$ cat src/rtl/sofs_pkg.sv
// Shared types, codes and constants for the slab object free stack.
`default_nettype none

package sofs_pkg;

   localparam int MAX_OBJECTS_DEF = 256;
   localparam int ADDR_W          = 32;
   localparam int SIZE_W          = 18;
   localparam int COUNT_W         = 9;
   localparam int CSR_INDEX_W     = 2;

   localparam logic [SIZE_W-1:0]  OBJECT_SIZE_RST  = 18'd32;
   localparam logic [COUNT_W-1:0] OBJECT_COUNT_RST = 9'd128;
   localparam logic [ADDR_W-1:0]  BASE_ADDRESS_RST = 32'd0;

   typedef enum logic [1:0] {
      STATUS_OK      = 2'd0,
      STATUS_FULL    = 2'd1,
      STATUS_OUTSIDE = 2'd2,
      STATUS_EMPTY   = 2'd3
   } status_type;

   typedef enum logic {
      CMD_ALLOC = 1'b0,
      CMD_FREE  = 1'b1
   } command_type;

   typedef enum logic [CSR_INDEX_W-1:0] {
      CSR_OBJECT_SIZE  = 2'd0,
      CSR_OBJECT_COUNT = 2'd1,
      CSR_BASE_ADDRESS = 2'd2
   } csr_index_type;

   typedef enum logic {
      OP_MUL = 1'b0,
      OP_DIV = 1'b1
   } arith_op_type;

   typedef struct packed {
      logic              start;
      arith_op_type      op;
      logic [ADDR_W-1:0] operand;
   } arith_req_type;

   typedef struct packed {
      logic              done;
      logic [ADDR_W-1:0] result;
   } arith_rsp_type;

endpackage

`default_nettype wire

$ cat src/rtl/sofs_arith.sv
// Iterative shift/add unit: base + size * index, or (address - base) / size.
`default_nettype none

module sofs_arith
   import sofs_pkg::*;
#(
   parameter int IDX_W = 8
) (
   input  wire logic                clock,
   input  wire logic                reset,
   input  wire logic [SIZE_W-1:0]   object_size,
   input  wire logic [ADDR_W-1:0]   base_address,
   input  wire arith_req_type       req,
   output      arith_rsp_type       rsp
);

   localparam int CNT_W = $clog2(ADDR_W + 1);
   localparam int REM_W = SIZE_W + 1;

   typedef enum logic [3:0] {
      U_IDLE = 4'b0001,
      U_PRE  = 4'b0010,
      U_LOOP = 4'b0100,
      U_POST = 4'b1000
   } ustate_type;

   ustate_type          state_ff, state_in;
   arith_op_type        op_ff, op_in;
   logic [ADDR_W-1:0]   acc_ff, acc_in;
   logic [ADDR_W-1:0]   quo_ff, quo_in;
   logic [CNT_W-1:0]    cnt_ff, cnt_in;
   logic                done_ff, done_in;
   logic [ADDR_W-1:0]   result_ff, result_in;

   // the one shared adder
   logic [ADDR_W-1:0]   opa, opb;
   logic                sub;
   logic [ADDR_W:0]     sum;
   logic [REM_W-1:0]    rem_shift;

   assign rem_shift = {acc_ff[SIZE_W-1:0], quo_ff[ADDR_W-1]};
   assign sum = {1'b0, opa} + {1'b0, (sub ? ~opb : opb)} + {{ADDR_W{1'b0}}, sub};

   always_comb begin
      opa = acc_ff;
      opb = base_address;
      sub = 1'b0;
      case (state_ff)
         U_PRE: begin
            opa = quo_ff;
            opb = base_address;
            sub = 1'b1;
         end
         U_LOOP: begin
            if (op_ff == OP_DIV) begin
               opa = ADDR_W'(rem_shift);
               opb = ADDR_W'(object_size);
               sub = 1'b1;
            end else begin
               opa = {acc_ff[ADDR_W-2:0], 1'b0};
               opb = quo_ff[ADDR_W-1] ? ADDR_W'(object_size) : '0;
               sub = 1'b0;
            end
         end
         default: begin
            opa = acc_ff;
            opb = base_address;
            sub = 1'b0;
         end
      endcase
   end

   always_comb begin
      state_in  = state_ff;
      op_in     = op_ff;
      acc_in    = acc_ff;
      quo_in    = quo_ff;
      cnt_in    = cnt_ff;
      done_in   = 1'b0;
      result_in = result_ff;
      case (state_ff)
         U_IDLE: begin
            if (req.start) begin
               op_in  = req.op;
               acc_in = '0;
               if (req.op == OP_DIV) begin
                  quo_in   = req.operand;
                  state_in = U_PRE;
               end else begin
                  // multiplier bits top-aligned, consumed msb first
                  quo_in   = req.operand << (ADDR_W - IDX_W);
                  cnt_in   = CNT_W'(IDX_W);
                  state_in = U_LOOP;
               end
            end
         end
         U_PRE: begin
            quo_in   = sum[ADDR_W-1:0];
            cnt_in   = CNT_W'(ADDR_W);
            state_in = U_LOOP;
         end
         U_LOOP: begin
            cnt_in = cnt_ff - 1'b1;
            if (op_ff == OP_DIV) begin
               // carry out set means no borrow: the divisor fits
               acc_in = sum[ADDR_W] ? sum[ADDR_W-1:0] : ADDR_W'(rem_shift);
               quo_in = {quo_ff[ADDR_W-2:0], sum[ADDR_W]};
               if (cnt_ff == CNT_W'(1)) begin
                  done_in   = 1'b1;
                  result_in = {quo_ff[ADDR_W-2:0], sum[ADDR_W]};
                  state_in  = U_IDLE;
               end
            end else begin
               acc_in = sum[ADDR_W-1:0];
               quo_in = {quo_ff[ADDR_W-2:0], 1'b0};
               if (cnt_ff == CNT_W'(1)) begin
                  state_in = U_POST;
               end
            end
         end
         U_POST: begin
            done_in   = 1'b1;
            result_in = sum[ADDR_W-1:0];
            state_in  = U_IDLE;
         end
         default: begin
            state_in = U_IDLE;
         end
      endcase
   end

   always_ff @(posedge clock) begin
      if (reset) begin
         state_ff <= U_IDLE;
         cnt_ff   <= '0;
         done_ff  <= 1'b0;
      end else begin
         state_ff <= state_in;
         cnt_ff   <= cnt_in;
         done_ff  <= done_in;
      end
      op_ff     <= op_in;
      acc_ff    <= acc_in;
      quo_ff    <= quo_in;
      result_ff <= result_in;
   end

   assign rsp.done   = done_ff;
   assign rsp.result = result_ff;

endmodule

`default_nettype wire

$ cat src/rtl/slab_object_free_stack.sv
// Top level: slab allocator with a free-index stack and an iterative mul/div unit.
//
//   channel   ports                                        handshake
//   request   start, busy, req_command, req_address        start && !busy
//   response  rsp_valid, rsp_object_address, rsp_status,    rsp_valid, one cycle
//             rsp_objects_in_use
//   csr       csr_valid, csr_ready, csr_index, csr_wdata   csr_valid && csr_ready
//
// Free: 1 offset subtract + 32 divide steps in the shared adder, plus sequencing.
// Allocate: stack read, one multiply step per index bit, base add. Allocate on a
// full slab answers directly from idle, without the arith unit. busy is high
// while an item is in the unit. Synchronous reset; no clearing pass, unwritten
// stack entries read as their own position. Responses cannot be stalled; csr writes
// are taken at any time.
`default_nettype none

module slab_object_free_stack
   import sofs_pkg::*;
#(
   parameter int MAX_OBJECTS = MAX_OBJECTS_DEF
) (
   input  wire logic                   clock,
   input  wire logic                   reset,
   input  wire logic                   start,
   output      logic                   busy,
   input  wire logic                   req_command,
   input  wire logic [ADDR_W-1:0]      req_address,
   output      logic                   rsp_valid,
   output      logic [ADDR_W-1:0]      rsp_object_address,
   output      logic [1:0]             rsp_status,
   output      logic [COUNT_W-1:0]     rsp_objects_in_use,
   input  wire logic                   csr_valid,
   output      logic                   csr_ready,
   input  wire logic [CSR_INDEX_W-1:0] csr_index,
   input  wire logic [ADDR_W-1:0]      csr_wdata
);

   localparam int IDX_W = $clog2(MAX_OBJECTS);
   localparam int HW_W  = $clog2(MAX_OBJECTS + 1);

   typedef enum logic [3:0] {
      S_IDLE = 4'b0001,
      S_READ = 4'b0010,
      S_MUL  = 4'b0100,
      S_DIV  = 4'b1000
   } state_type;

   state_type            state_ff, state_in;
   logic [SIZE_W-1:0]    object_size_ff;
   logic [COUNT_W-1:0]   object_count_ff;
   logic [ADDR_W-1:0]    base_address_ff;
   logic [COUNT_W-1:0]   count_ff, count_in;
   logic [HW_W-1:0]      hw_ff, hw_in;
   logic                 rsp_valid_ff, rsp_valid_in;
   logic [ADDR_W-1:0]    rsp_addr_ff, rsp_addr_in;
   status_type           rsp_status_ff, rsp_status_in;
   logic [COUNT_W-1:0]   rsp_count_ff, rsp_count_in;

   logic [IDX_W-1:0]     stack_mem [MAX_OBJECTS];
   logic [IDX_W-1:0]     stack_rd_ff;
   logic                 wr_en;
   logic [IDX_W-1:0]     wr_pos;
   logic [IDX_W-1:0]     wr_data;
   logic [IDX_W-1:0]     entry;
   logic [COUNT_W-1:0]   cap;

   arith_req_type        arith_req;
   arith_rsp_type        arith_rsp;

   sofs_arith #(
      .IDX_W (IDX_W)
   ) u_arith (
      .clock        (clock),
      .reset        (reset),
      .object_size  (object_size_ff),
      .base_address (base_address_ff),
      .req          (arith_req),
      .rsp          (arith_rsp)
   );

   assign cap = (int'(object_count_ff) > MAX_OBJECTS) ? COUNT_W'(MAX_OBJECTS)
                                                       : object_count_ff;

   // positions at or above the high-water mark were never written since reset
   assign entry = (HW_W'(count_ff) >= hw_ff) ? IDX_W'(count_ff) : stack_rd_ff;

   always_ff @(posedge clock) begin
      if (wr_en) begin
         stack_mem[wr_pos] <= wr_data;
      end
      stack_rd_ff <= stack_mem[IDX_W'(count_ff)];
   end

   always_comb begin
      state_in          = state_ff;
      count_in          = count_ff;
      hw_in             = hw_ff;
      rsp_valid_in      = 1'b0;
      rsp_addr_in       = rsp_addr_ff;
      rsp_status_in     = rsp_status_ff;
      rsp_count_in      = rsp_count_ff;
      arith_req.start   = 1'b0;
      arith_req.op      = OP_MUL;
      arith_req.operand = '0;
      wr_en             = 1'b0;
      wr_pos            = IDX_W'(count_ff - 1'b1);
      wr_data           = IDX_W'(arith_rsp.result);
      case (state_ff)
         S_IDLE: begin
            if (start) begin
               if (req_command == CMD_FREE) begin
                  arith_req.start   = 1'b1;
                  arith_req.op      = OP_DIV;
                  arith_req.operand = req_address;
                  state_in          = S_DIV;
               end else if (count_ff >= cap) begin
                  rsp_valid_in  = 1'b1;
                  rsp_addr_in   = '0;
                  rsp_status_in = STATUS_FULL;
                  rsp_count_in  = count_ff;
               end else begin
                  state_in = S_READ;
               end
            end
         end
         S_READ: begin
            arith_req.start   = 1'b1;
            arith_req.op      = OP_MUL;
            arith_req.operand = ADDR_W'(entry);
            state_in          = S_MUL;
         end
         S_MUL: begin
            if (arith_rsp.done) begin
               count_in      = count_ff + 1'b1;
               rsp_valid_in  = 1'b1;
               rsp_addr_in   = arith_rsp.result;
               rsp_status_in = STATUS_OK;
               rsp_count_in  = count_ff + 1'b1;
               state_in      = S_IDLE;
            end
         end
         S_DIV: begin
            if (arith_rsp.done) begin
               rsp_valid_in = 1'b1;
               rsp_addr_in  = '0;
               rsp_count_in = count_ff;
               state_in     = S_IDLE;
               if (arith_rsp.result >= ADDR_W'(cap)) begin
                  rsp_status_in = STATUS_OUTSIDE;
               end else if (count_ff == '0) begin
                  rsp_status_in = STATUS_EMPTY;
               end else begin
                  rsp_status_in = STATUS_OK;
                  count_in      = count_ff - 1'b1;
                  rsp_count_in  = count_ff - 1'b1;
                  wr_en         = 1'b1;
                  if (HW_W'(count_ff) > hw_ff) begin
                     hw_in = HW_W'(count_ff);
                  end
               end
            end
         end
         default: begin
            state_in = S_IDLE;
         end
      endcase
   end

   always_ff @(posedge clock) begin
      if (reset) begin
         state_ff        <= S_IDLE;
         count_ff        <= '0;
         hw_ff           <= '0;
         rsp_valid_ff    <= 1'b0;
         object_size_ff  <= OBJECT_SIZE_RST;
         object_count_ff <= OBJECT_COUNT_RST;
         base_address_ff <= BASE_ADDRESS_RST;
      end else begin
         state_ff     <= state_in;
         count_ff     <= count_in;
         hw_ff        <= hw_in;
         rsp_valid_ff <= rsp_valid_in;
         if (csr_valid && csr_ready) begin
            case (csr_index_type'(csr_index))
               CSR_OBJECT_SIZE:  object_size_ff  <= csr_wdata[SIZE_W-1:0];
               CSR_OBJECT_COUNT: object_count_ff <= csr_wdata[COUNT_W-1:0];
               CSR_BASE_ADDRESS: base_address_ff <= csr_wdata;
               default: ;
            endcase
         end
      end
      rsp_addr_ff   <= rsp_addr_in;
      rsp_status_ff <= rsp_status_in;
      rsp_count_ff  <= rsp_count_in;
   end

   assign busy               = (state_ff != S_IDLE);
   assign csr_ready          = 1'b1;
   assign rsp_valid          = rsp_valid_ff;
   assign rsp_object_address = rsp_addr_ff;
   assign rsp_status         = rsp_status_ff;
   assign rsp_objects_in_use = rsp_count_ff;

   // an accepted beat either starts work or answers at once
   a_accept_progress: assert property (@(posedge clock) disable iff (reset)
      (start && !busy) |=> (busy || rsp_valid_ff))
      else $error("accepted beat neither busy nor answered");

   a_done_in_wait: assert property (@(posedge clock) disable iff (reset)
      arith_rsp.done |-> (state_ff == S_MUL || state_ff == S_DIV))
      else $error("arith unit finished while sequencer not waiting");

   a_count_bound: assert property (@(posedge clock) disable iff (reset)
      int'(count_ff) <= MAX_OBJECTS)
      else $error("in-use count above stack depth");

   a_hw_bound: assert property (@(posedge clock) disable iff (reset)
      int'(hw_ff) <= MAX_OBJECTS)
      else $error("stack high-water mark above depth");

   a_count_with_rsp: assert property (@(posedge clock) disable iff (reset)
      (!$past(reset) && !$stable(count_ff)) |-> (rsp_valid_ff && rsp_count_ff == count_ff))
      else $error("in-use count changed without a matching response");

endmodule

`default_nettype wire
$ cat config.mk
export PLATFORM = sky130hd
export DESIGN_NAME = slab_object_free_stack
export DESIGN_NICKNAME = d
export VERILOG_FILES = /design/src/rtl/sofs_pkg.sv /design/src/rtl/sofs_arith.sv /design/src/rtl/slab_object_free_stack.sv
export SDC_FILE = /design/constraint.sdc
export NUM_CORES = 2
export LEC_CHECK = 0
export BUFFER_PORTS_ARGS = -buffer_cell sky130_fd_sc_hd__buf_2
export CAP_MARGIN = 20
export CORE_ASPECT_RATIO = 0.6
export CORE_UTILIZATION = 40
export DETAILED_ROUTE_END_ITERATION = 8
export PLACE_DENSITY = 0.63
export SKIP_LAST_GASP = 1
export SLEW_MARGIN = 20
export SYNTH_ARGS = -nofsm -noshare
export SYNTH_HDL_FRONTEND = slang
export SYNTH_SLANG_ARGS = --single-unit
$ cat constraint.sdc
create_clock -name clock -period 21.3 [get_ports clock]
set_input_delay 1.065 -clock clock [delete_from_list [all_inputs] [get_ports clock]]
set_output_delay 1.065 -clock clock [all_outputs]
set_load 0.01 [all_outputs]
==> results.json <==
{
  "end_kind": "flop",
  "holdPathStages": 2,
  "grt_max_degree": 170,
  "tritoncts": "yes",
  "fin_area_mm2": 0.105,
  "die_x_um": 624,
  "required_ns": 22.02,
  "first_iter_violations": 7325,
  "ant_nets": 0,
  "grt_usage": 0.205,
  "worst_r2r_endpoint": "stack_rd_ff[6]",
  "synth-edff-count": 2188,
  "ys.flop_type": "edfxtp_1",
  "syn_nets": 5011,
  "ios": 117,
  "ys_ff_latch": 2289,
  "core_mm2": 0.230,
  "postSynthAreaPerCell_um2": 19.1,
  "crit_cells": 12,
  "status": "completed",
  "dieHeight_um": 375,
  "vias": 49500,
  "endpoint": "stack_rd_ff[6]",
  "clock-sinks": 2289,
  "path_common_cell": "buf_4",
  "cts-buffers-inserted": 203,
  "tightest_slew_ns": 1.26,
  "cts.htree.levels": 4,
  "hold_viol": 0,
  "layout-drive-gt1-share": 0.256,
  "port_buffers": 115,
  "crit_chain": "buf_4, buf_4, buf_4, buf_4, buf_4, mux4_2, mux2i_1, o221ai_1, a21oi_1, o21ai_0, o311ai_1, o31ai_1",
  "avgRoutedWirePerCell_um": 29.1,
  "first_global_vias": 47400,
  "ys_seq_area_frac": 0.728,
  "clock_latency_ns": 0.88,
  "path_clk_slew_ns": 0.07,
  "rows": 136,
  "gr-total-overflow": 0,
  "post-route-period-util": 0.327,
  "path_class": "flop to flop",
  "grt_pass1_wl_um": 349000,
  "postCtsSetupBuffers": 0,
  "fin_util": 0.456,
  "maxSlewHeadroom": 0.157,
  "syn_inst": 4873,
  "drv_slew": 0,
  "gp_congestion": 0.898,
  "fillers": 19400,
  "worstPathMaxFanout": 45,
  "tns_ns": 0,
  "synthArstFlopShare": 0,
  "drtPass1Iterations": 9,
  "root_buffer": "clkbuf_16",
  "postCtsResizedCells": 0,
  "cts_buffer_depth": 4,
  "yosysWarnings": 0,
  "reg2reg_depth": 12,
  "max_stage_delay_ns": 0.83,
  "die_area_mm2": 0.234,
  "wl_um": 244000,
  "reg2reg_from": "count_ff[0]",
  "via_per_inst": 5.90,
  "min_path_type": "flop to flop",
  "synth_top_cell_by_area": "edfxtp_1",
  "area_delta_synth_final_pct": 12.8,
  "cp.arrival_ns": 7.67,
  "crit_start": "count_ff[0]",
  "cp_slowest_cell": "buf_4",
  "worstSetupStartpointType": "flop",
  "setup_viol": 0,
  "dpl_cell_area_mm2": 0.0984,
  "critical_path_buf_inv_count": 5,
  "rsz0062_at_grt": "false",
  "fmax_ghz": 0.144,
  "cellPowerDensity_mw_per_mm2": 83.9,
  "ys_types": 84,
  "ir_worst_vdd_uv": 65.8,
  "dp_hpwl_um": 151000,
  "yosys.area.top_type_share": 0.707,
  "drc": 0,
  "path_delay_family": "buffers and inverters",
  "period_minus_slack_ns": 6.96,
  "skew_ns": 0.0830,
  "regToRegSetupSlack_ns": 14.34,
  "antenna_found_initial": 12,
  "cap_violations": 0,
  "ys_top_cells_by_area": "edfxtp_1 71%, mux4_2 15%, dfxtp_1 2.2%",
  "netlist_area_mm2": 0.0930,
  "nets": 5265,
  "initial_utilization": 0.404,
  "ctsHoldBuffers": 0,
  "p_leak_uw": 0.0318
}
tightest hold or removal path, stage by stage (launching register included):
cell	delay, ns
dfxtp_1	0.31
nand2_1	0.05
a21oi_1	0.05
power breakdown:
| group | total, µW | switching [µW] | internal, µW |
|---|---|---|---|
| combinational | 257 | 171 | 85.9 |
| sequential | 4910 | 21.4 | 4890 |
| clock | 3640 | 1640 | 2000 |
layout make-up:
type	count	area, µm²	share of cell area
Antenna cell	4	10.0	0.0000954
Timing Repair Buffer	368	2670	0.0254
Sequential cell	2289	67700	0.646
Multi-Input combinational cell	2215	24000	0.229
Tap cell	3105	3880	0.0370
Clock inverter	110	1030	0.00978
Inverter	50	188	0.00179
Clock buffer	249	5330	0.0508
cells in the mapped netlist (all sizes together) (6+ instances only):
cell type	instances
a211oi	19
a21o	23
a21oi	133
a222oi	24
a22oi	40
a31oi	10
and2	36
and3	27
buf	120
clkbuf	199
dfxtp	101
edfxtp	2188
ha	66
inv	49
mux2	11
mux2i	128
mux4	610
nand2	270
nand2b	18
nand3	34
nand3b	10
nand4	9
nor2	171
nor2b	9
nor3	215
nor4	11
o211ai	6
o21a	14
o21ai	113
o221ai	21
o22ai	16
o311ai	11
o31ai	13
or2	15
or3	11
xnor2	41
xor2	23
metal layers:
metal	track usage	share of wire	up-vias
li1	-	-	20500
met1	0.332	0.46	26000
met2	0.276	0.41	2677
met3	0.0554	0.11	316
met4	0.0358	0.016	14
met5	0	0.00078	-
per-stage QoR:
step	cells	worst slack [ns]	hold slack (ns)	total power, µW
after global routing	8386	13.58	0.416	9040
after floorplan	4873	14.58	0.432	5170
after detailed placement	8024	13.96	0.443	5250
after global placement	8024	14.04	0.438	5250
final	8390	14.34	0.453	8800
after CTS	8383	13.92	0.406	8840
logic make-up (layout without fill, tap and decap cells):
family | Yosys count | count (layout) | synth area share
adders and majority gates | 67 | 67 | 0.00910
xor gates and xnor gates | 64 | 64 | 0.00619
other | 1 | 5 | 0.0000403
AOI/OAI and AO/OA | 483 | 483 | 0.0343
DFF | 2289 | 2289 | 0.728
muxes | 749 | 749 | 0.163
and+or+nand+nor | 851 | 851 | 0.0429
buffers and inverters | 369 | 777 | 0.0161
worst min path at each step:
stage | startpoint | end | slack (ns)
after floorplan | object_size_ff[10] | object_size_ff[10] | 0.43
after global placement | object_size_ff[8] | object_size_ff[8] | 0.44
after detailed placement | object_size_ff[3] | object_size_ff[3] | 0.44
after CTS | csr_wdata[20] | base_address_ff[20] | 0.41
after global routing | csr_wdata[20] | base_address_ff[20] | 0.42
final | base_address_ff[9] | base_address_ff[9] | 0.45
flip-flops by register name, indices dropped and copies added (netlist names):
register            count
rsp_valid               1
u_arith.acc_ff         32
u_arith.cnt_ff          6
u_arith.op_ff           1
u_arith.done_ff         1
hw_ff                   9
rsp_object_address     32
state_ff                4
rsp_status              2
u_arith.state_ff        4
stack_mem            2048
object_count_ff         9
u_arith.quo_ff         32
rsp_objects_in_use      9
count_ff                9
stack_rd_ff             8
object_size_ff         18
u_arith.result_ff      32
base_address_ff        32
placed cells by master, fill, tap and decap left out, drive strengths merged, types with 16 or more instances in the layout:
cell and instances:
a211oi 19, mux4 610, and2 36, a21o 23, nand3 34, nor3 215, bufinv 19, xor2 23
dfxtp 101, mux2i 128, clkbuf 249, a22oi 40, a21oi 133, clkinv 78, and3 27, nor2 171
o22ai 16, o21ai 113, a222oi 24, o221ai 21, xnor2 41, nand2b 18, edfxtp 2188, nand2 270
ha 66, buf 368, inv 53
No activity file was read; power rests on OpenSTA's default activity.
